[config.mk]
export PLATFORM = sky130hd
export DESIGN_NAME = fibonacci_mod_matrix_power_top_flat
export DESIGN_NICKNAME = d
export VERILOG_FILES = /design/src/design/fmmp_pkg.sv /design/src/design/fmmp_index_if.sv /design/src/design/fmmp_fib_if.sv /design/src/design/fmmp_mulmod.sv /design/src/design/fibonacci_mod_matrix_power_top.sv /design/src/flat_wrapper.sv
export SDC_FILE = /design/constraint.sdc
export NUM_CORES = 2
export LEC_CHECK = 0
export BUFFER_PORTS_ARGS = -buffer_cell sky130_fd_sc_hd__buf_4
export CORE_UTILIZATION = 30
export DETAILED_ROUTE_END_ITERATION = 8
export GPL_ROUTABILITY_DRIVEN = 1
export PLACE_DENSITY = 0.48
export SLEW_MARGIN = 20
export SYNTH_ARGS = -nofsm -noshare
export SYNTH_HDL_FRONTEND = slang
export SYNTH_SLANG_ARGS = --single-unit
[constraint.sdc]
create_clock -name clk -period 13.8 [get_ports clk]
set_clock_uncertainty 0.1 [all_clocks]
set_input_delay 4.14 -clock clk [delete_from_list [all_inputs] [get_ports clk]]
set_output_delay 4.14 -clock clk [all_outputs]
set_load 0.005 [all_outputs]
[src/design/fmmp_pkg.sv]
// shared types, constants and modular helpers for the fibonacci modulo block
package fmmp_pkg;

    localparam int INDEX_W = 63;
    localparam int VAL_W   = 31;

    localparam logic [VAL_W-1:0] MODULUS_RESET = 31'd100000007;

    // request to the shared modular multiplier
    typedef struct packed {
        logic             start;
        logic [VAL_W-1:0] a;
        logic [VAL_W-1:0] b;
    } mm_req_t;

    // response from the shared modular multiplier
    typedef struct packed {
        logic             done;
        logic [VAL_W-1:0] p;
    } mm_rsp_t;

    // (a + b) mod m for a, b already below m
    function automatic logic [VAL_W-1:0] mod_add(
        input logic [VAL_W-1:0] a,
        input logic [VAL_W-1:0] b,
        input logic [VAL_W-1:0] m
    );
        logic [VAL_W:0] s;
        s = {1'b0, a} + {1'b0, b};
        if (s >= {1'b0, m})
        begin
            s = s - {1'b0, m};
        end
        return s[VAL_W-1:0];
    endfunction

endpackage

[src/design/fmmp_index_if.sv]
// item channel that carries the index of the wanted fibonacci number
interface fmmp_index_if;
    logic                         valid;
    logic                         ready;
    logic [fmmp_pkg::INDEX_W-1:0] index;

    modport source (output valid, output index, input ready);
    modport sink (input valid, input index, output ready);
endinterface

[src/design/fmmp_fib_if.sv]
// item channel that carries the fibonacci number reduced by the modulus
interface fmmp_fib_if;
    logic                       valid;
    logic                       ready;
    logic [fmmp_pkg::VAL_W-1:0] fib_value;

    modport source (output valid, output fib_value, input ready);
    modport sink (input valid, input fib_value, output ready);
endinterface

[src/design/fmmp_mulmod.sv]
// bit-serial modular multiplier: a * b mod m, one bit of b per cycle
module fmmp_mulmod (
    input  logic                       clk,
    input  logic                       rst_n,
    input  logic [fmmp_pkg::VAL_W-1:0] modulus,
    input  fmmp_pkg::mm_req_t          req,
    output fmmp_pkg::mm_rsp_t          rsp
);

    localparam int VW    = fmmp_pkg::VAL_W;
    localparam int CNT_W = $clog2(VW);

    logic             busy_reg;
    logic             done_reg;
    logic [CNT_W-1:0] cnt_reg;
    logic [VW-1:0]    acc_reg;
    logic [VW-1:0]    a_reg;
    logic [VW-1:0]    b_reg;
    logic [VW-1:0]    acc_next;

    // double the partial result, then add a when the current bit of b is set
    always_comb
    begin
        acc_next = fmmp_pkg::mod_add(
            fmmp_pkg::mod_add(acc_reg, acc_reg, modulus),
            b_reg[VW-1] ? a_reg : '0,
            modulus);
    end

    // control: start, count the bits of b, flag completion
    always_ff @(posedge clk or negedge rst_n)
    begin
        if (!rst_n)
        begin
            busy_reg <= 1'b0;
            done_reg <= 1'b0;
            cnt_reg  <= '0;
        end
        else
        begin
            done_reg <= 1'b0;
            if (req.start)
            begin
                busy_reg <= 1'b1;
                cnt_reg  <= CNT_W'(VW - 1);
            end
            else if (busy_reg)
            begin
                cnt_reg <= cnt_reg - 1'b1;
                if (cnt_reg == '0)
                begin
                    busy_reg <= 1'b0;
                    done_reg <= 1'b1;
                end
            end
        end
    end

    // datapath: operands and running remainder
    always_ff @(posedge clk)
    begin
        if (req.start)
        begin
            acc_reg <= '0;
            a_reg   <= req.a;
            b_reg   <= req.b;
        end
        else if (busy_reg)
        begin
            acc_reg <= acc_next;
            b_reg   <= {b_reg[VW-2:0], 1'b0};
        end
    end

    assign rsp.done = done_reg;
    assign rsp.p    = acc_reg;

endmodule

[src/design/fibonacci_mod_matrix_power_top.sv]
// top level: fibonacci number of an index modulo a configured modulus
//
// Each item on index_ch yields exactly one item on fib_ch: F(index) mod modulus,
// with F(0) = 0 and 0 whenever the modulus is 0 or 1. Only the low INDEX_BITS
// bits of the index are used. The index is scanned from its top bit with the
// doubling identities of the matrix power, F(2k) = F(k)(2F(k+1) - F(k)) and
// F(2k+1) = F(k)^2 + F(k+1)^2, so each bit from the highest set bit down costs
// three modular products on one shared bit-serial multiplier; leading zero
// bits of the index are skipped without a product, and a zero modulus skips
// the scan. The block takes one item at a time; ready is high while it is
// idle, also while the previous result still waits in the output register.
// The modulus register resets to 100000007 and must only be written while the
// block is idle.
module fibonacci_mod_matrix_power_top #(
    parameter int INDEX_BITS = 63
) (
    input  logic                       clk,
    input  logic                       rst_n,
    input  logic                       modulus_we,
    input  logic [fmmp_pkg::VAL_W-1:0] modulus_wdata,
    fmmp_index_if.sink                 index_ch,
    fmmp_fib_if.source                 fib_ch
);

    localparam int VW    = fmmp_pkg::VAL_W;
    localparam int CNT_W = (INDEX_BITS > 1) ? $clog2(INDEX_BITS) : 1;

    typedef enum logic [2:0] {
        ST_IDLE,
        ST_STEP,
        ST_WAIT_C,
        ST_WAIT_FF,
        ST_WAIT_GG,
        ST_UPDATE,
        ST_FINISH
    } state_t;

    state_t                  state_reg;
    logic [VW-1:0]           modulus_reg;
    logic [INDEX_BITS-1:0]   n_reg;
    logic [CNT_W-1:0]        cnt_reg;
    logic                    seen_reg;
    logic [VW-1:0]           f_reg;
    logic [VW-1:0]           g_reg;
    logic [VW-1:0]           c_reg;
    logic [VW-1:0]           d_reg;
    logic                    out_valid_reg;
    logic [VW-1:0]           out_value_reg;
    fmmp_pkg::mm_req_t       req_reg;
    fmmp_pkg::mm_rsp_t       rsp;
    logic [VW-1:0]           two_g;
    logic [VW-1:0]           t_val;
    logic [VW:0]             t_wrap;
    logic                    cur_bit;

    fmmp_mulmod u_mulmod (
        .clk     (clk),
        .rst_n   (rst_n),
        .modulus (modulus_reg),
        .req     (req_reg),
        .rsp     (rsp)
    );

    // modulus register
    always_ff @(posedge clk or negedge rst_n)
    begin
        if (!rst_n)
        begin
            modulus_reg <= fmmp_pkg::MODULUS_RESET;
        end
        else if (modulus_we)
        begin
            modulus_reg <= modulus_wdata;
        end
    end

    // t = (2 * F(k+1) - F(k)) mod m
    always_comb
    begin
        two_g  = fmmp_pkg::mod_add(g_reg, g_reg, modulus_reg);
        t_wrap = {1'b0, two_g} + {1'b0, modulus_reg} - {1'b0, f_reg};
        t_val  = (two_g >= f_reg) ? (two_g - f_reg) : t_wrap[VW-1:0];
    end

    assign cur_bit = n_reg[INDEX_BITS-1];

    // sequencer over the index bits, with the output register
    always_ff @(posedge clk or negedge rst_n)
    begin
        if (!rst_n)
        begin
            state_reg     <= ST_IDLE;
            out_valid_reg <= 1'b0;
            req_reg       <= '0;
            seen_reg      <= 1'b0;
            cnt_reg       <= '0;
        end
        else
        begin
            req_reg.start <= 1'b0;
            if (out_valid_reg && fib_ch.ready)
            begin
                out_valid_reg <= 1'b0;
            end

            unique case (state_reg)
                ST_IDLE:
                begin
                    if (index_ch.valid)
                    begin
                        n_reg    <= index_ch.index[INDEX_BITS-1:0];
                        cnt_reg  <= CNT_W'(INDEX_BITS - 1);
                        seen_reg <= 1'b0;
                        f_reg    <= '0;
                        g_reg    <= (modulus_reg == VW'(1)) ? '0 : VW'(1);
                        state_reg <= (modulus_reg == '0) ? ST_FINISH : ST_STEP;
                    end
                end

                ST_STEP:
                begin
                    if (!seen_reg && !cur_bit)
                    begin
                        // leading zero bit leaves F(0), F(1) unchanged
                        n_reg   <= n_reg << 1;
                        cnt_reg <= cnt_reg - 1'b1;
                        if (cnt_reg == '0)
                        begin
                            state_reg <= ST_FINISH;
                        end
                    end
                    else
                    begin
                        seen_reg      <= 1'b1;
                        req_reg.start <= 1'b1;
                        req_reg.a     <= f_reg;
                        req_reg.b     <= t_val;
                        state_reg     <= ST_WAIT_C;
                    end
                end

                ST_WAIT_C:
                begin
                    if (rsp.done)
                    begin
                        c_reg         <= rsp.p;
                        req_reg.start <= 1'b1;
                        req_reg.a     <= f_reg;
                        req_reg.b     <= f_reg;
                        state_reg     <= ST_WAIT_FF;
                    end
                end

                ST_WAIT_FF:
                begin
                    if (rsp.done)
                    begin
                        d_reg         <= rsp.p;
                        req_reg.start <= 1'b1;
                        req_reg.a     <= g_reg;
                        req_reg.b     <= g_reg;
                        state_reg     <= ST_WAIT_GG;
                    end
                end

                ST_WAIT_GG:
                begin
                    if (rsp.done)
                    begin
                        d_reg     <= fmmp_pkg::mod_add(d_reg, rsp.p, modulus_reg);
                        state_reg <= ST_UPDATE;
                    end
                end

                ST_UPDATE:
                begin
                    // c = F(2k), d = F(2k+1)
                    if (cur_bit)
                    begin
                        f_reg <= d_reg;
                        g_reg <= fmmp_pkg::mod_add(c_reg, d_reg, modulus_reg);
                    end
                    else
                    begin
                        f_reg <= c_reg;
                        g_reg <= d_reg;
                    end
                    n_reg   <= n_reg << 1;
                    cnt_reg <= cnt_reg - 1'b1;
                    state_reg <= (cnt_reg == '0) ? ST_FINISH : ST_STEP;
                end

                ST_FINISH:
                begin
                    if (!out_valid_reg || fib_ch.ready)
                    begin
                        out_valid_reg <= 1'b1;
                        out_value_reg <= f_reg;
                        state_reg     <= ST_IDLE;
                    end
                end

                default:
                begin
                    state_reg <= ST_IDLE;
                end
            endcase
        end
    end

    assign index_ch.ready   = (state_reg == ST_IDLE);
    assign fib_ch.valid     = out_valid_reg;
    assign fib_ch.fib_value = out_value_reg;

endmodule
[src/flat_wrapper.sv]
// flat-port wrapper written by rule: the top's interface ports become plain ports
module fibonacci_mod_matrix_power_top_flat 
#(
    parameter int INDEX_BITS = 63
)
  (clk, rst_n, modulus_we, modulus_wdata, index_ch_valid, index_ch_index, index_ch_ready, fib_ch_valid, fib_ch_fib_value, fib_ch_ready);
  fmmp_index_if index_ch_i ();
  fmmp_fib_if fib_ch_i ();
  input  logic clk;
  input  logic rst_n;
  input  logic modulus_we;
  input  logic [fmmp_pkg::VAL_W-1:0] modulus_wdata;
  input wire logic [$bits(index_ch_i.valid)-1:0] index_ch_valid;
  input wire logic [$bits(index_ch_i.index)-1:0] index_ch_index;
  output wire logic [$bits(index_ch_i.ready)-1:0] index_ch_ready;
  output wire logic [$bits(fib_ch_i.valid)-1:0] fib_ch_valid;
  output wire logic [$bits(fib_ch_i.fib_value)-1:0] fib_ch_fib_value;
  input wire logic [$bits(fib_ch_i.ready)-1:0] fib_ch_ready;
  assign index_ch_i.valid = index_ch_valid;
  assign index_ch_i.index = index_ch_index;
  assign index_ch_ready = index_ch_i.ready;
  assign fib_ch_valid = fib_ch_i.valid;
  assign fib_ch_fib_value = fib_ch_i.fib_value;
  assign fib_ch_i.ready = fib_ch_ready;
  fibonacci_mod_matrix_power_top #(.INDEX_BITS(INDEX_BITS)) u_core (.clk(clk), .rst_n(rst_n), .modulus_we(modulus_we), .modulus_wdata(modulus_wdata), .index_ch(index_ch_i), .fib_ch(fib_ch_i));
endmodule
==> key figures <==
Detailed routing
  • DRT Wirelength: 117000 um
  • Initial DRC count: 2436
  • Avg WL per Cell: 21.3 um
  • Vias per inst: 5.30
  • DRC viols: 0
  • Via count: 29200
  • DRT Pass-1 Iters: 6
  • Post-route ant nets: 0

GRT
  • GRT Util Overall: 0.198
  • Initial antenna violation count: 1
  • Largest net degree at the start of global routing: 66
  • Global-route wire length before repair: 177000 um
  • Vias in the first global route: 28200
  • Gr ovfl total: 0

Min path
  • Worst Hold Depth: 0
  • Tightest Hold Check Type: register to register
  • HP Start: u_core.req_reg[48]
  • Hold Crit Endpoint: u_core.u_mulmod.a_reg[17]

Synth
  • Post-Syn Area: 0.0345 mm^2
  • Sequential share of the synthesized area: 0.344
  • Async S/R FF share, synth: 0.265
  • Synth warnings: 0
  • Distinct cells, synth: 91
  • EDFF count, synth: 280
  • Post-synth top area cell: edfxtp_1
  • Top FF cell, synth: edfxtp_1
  • Synthesized Nets: 4310
  • Synth area leaders: edfxtp_1 24%, ha_1 11%, dfrtp_1 7.0%
  • Syn Inst Count: 3859
  • Synth top area share: 0.244
  • Synth Register Bits: 423
  • Post-Syn Area per Cell: 8.94 um^2

Setup path
  • R2R Path Start: u_core.modulus_reg[0]
  • Slowest cell on crit path: dfstp_2
  • Critical path startpoint category: register
  • Critical path arrival: 10270 ps
  • CP endpoint kind: register
  • Critical R2R Capture: u_core.u_mulmod.acc_reg[5]
  • CP Max Fanout: 47
  • CP peak stage delay: 660 ps
  • Setup CP Type: register to register
  • CP required: 14240 ps
  • Reg-to-reg slack, setup: 3970 ps
  • Critical Path Source: u_core.modulus_reg[0]
  • CP most frequent cell: a21oi_1
  • Cell depth of the worst flop-to-flop path: 36

STA
  • Finish-stage setup viols: 0
  • Count of final hold-check violations: 0
  • Relative slew slack: 0.248
  • Max-slew violations: 0
  • F_max: 102 MHz
  • Tmin final: 9830 ps
  • Setup ws final: 3970 ps
  • RSZ-0062 raised after global routing: no
  • Tcrit/Tclk final: 0.712
  • Worst slew pin tran: 1120 ps
  • Final setup TNS: 0 ps

Clock tree
  • Root Driver: clkbuf_16
  • Later-pin clock latency in the skew report: 630 ps
  • Max Root-Sink Buffers: 3
  • Hold buffer count at cts: 0
  • Num CTS Buffers: 51
  • CTS tree: yes
  • H-tree levels: 2
  • Postcts setup bufs: 0
  • Clock Sink Count: 423
  • Post-CTS Resized: 0
  • Reg clk slew, reported paths: 60 ps

Floorplanning
  • Die extent in y: 341 um
  • Ports: 132
  • Initial Util: 0.302
  • CORE AREA: 0.114 mm^2
  • Die extent in x: 341 um
  • Core Rows: 124
  • Die ar.: 0.116 mm^2

Cells and area
  • Final net count: 4403
  • Commonest non-fill, non-tap cells in the layout: 483 x nand2_1, 352 x a21oi_1, 313 x ha_1
  • Layout area overhead: 13.2%
  • Ant diodes: 0
  • Layout cells sized above 1: 0.0932
  • Final core utilization: 0.342
  • Most common cell after layout, fill and taps aside: nand2_1

Placed design
  • Pre-CTS setup slack: 4070 ps
  • Routability cong.: 0.918
  • Port buffer count: 131
  • Dpl hpwl: 91200 um

Run status
  • Status: finished, final reports clean

Run
  • MaxCap Viol Count: 0
-- synthesized netlist by cell type (12+ instances only) --
library cell	n
nand2_1	484
a21oi_1	353
ha_1	313
nor2_1	293
edfxtp_1	280
o21ai_0	236
xnor2_1	195
inv_1	192
a21o_1	139
clkbuf_1	110
dfrtp_1	97
mux2i_1	96
xor2_1	77
nand3_1	73
nor3_1	64
a31oi_1	55
o21bai_1	51
nand2b_1	46
and2_1	44
mux2_2	44
o21a_1	43
fa_1	39
a211oi_1	36
nand4_1	36
dfxtp_1	31
a222oi_1	29
nor2b_1	28
o21ai_1	28
a311oi_1	19
and3_1	19
o211ai_1	18
o221ai_1	18
or3_1	18
nor4_1	17
buf_2	16
o31ai_1	16
dfstp_2	15
buf_1	12
-- how the worst max path moves through the flow --
stage / endpoint / slack [ps] / cells after the start
floorplan: u_core.f_reg[0] / 4320 / 2
global placement: u_core.u_mulmod.acc_reg[19] / 4220 / 35
detailed placement: u_core.u_mulmod.acc_reg[5] / 4070 / 36
CTS: u_core.u_mulmod.acc_reg[5] / 4030 / 36
global route: u_core.u_mulmod.acc_reg[5] / 3160 / 36
finish: u_core.u_mulmod.acc_reg[5] / 3970 / 36
-- per-layer routing --
| metal | GRT usage | share of wire | vias to the layer above |
|---|---|---|---|
| met5 | 0 | 0 | - |
| met4 | 0.0538 | 0.027 | 0 |
| met3 | 0.0192 | 0.047 | 117 |
| met2 | 0.310 | 0.44 | 741 |
| met1 | 0.287 | 0.48 | 14000 |
| li1 | - | - | 14300 |
-- critical path: cells and delay by family (launching register included) --
kind	cells	cell delay, ps
compound gates	15	4040
xor+xnor	1	150
fa+ha+maj	3	1290
buf+inv	3	980
flops	1	660
simple gates	14	2490
-- kinds of logic after synthesis --
kind of cell / share of synthesized area
flops: 0.344
simple gates: 0.152
buf+inv: 0.0378
compound gates: 0.215
mux: 0.0458
xor+xnor: 0.0691
fa+ha+maj: 0.136
-- cell type report --
type | count | area [um^2]
clock buffer | 67 | 1480
clock inverter | 27 | 304
fill | 11900 | 75100
inverter | 192 | 721
multi-input combinational | 3101 | 21400
sequential | 423 | 11900
tap | 1512 | 1890
timing repair buffer | 183 | 1380
-- per-stage QoR --
| stage | hold WS, ps | std cells | instance area, um^2 |
|---|---|---|---|
| after floorplan | 325 | 3859 | 34500 |
| after global placement | 330 | 5411 | 37300 |
| after global routing | 351 | 5505 | 39100 |
| after detailed placement | 330 | 5411 | 37300 |
| final | 344 | 5505 | 39100 |
| after CTS | 345 | 5505 | 39100 |
Power is not shown: default switching activity piles up to over one toggle a cycle in this logic, so the estimate is an artifact.
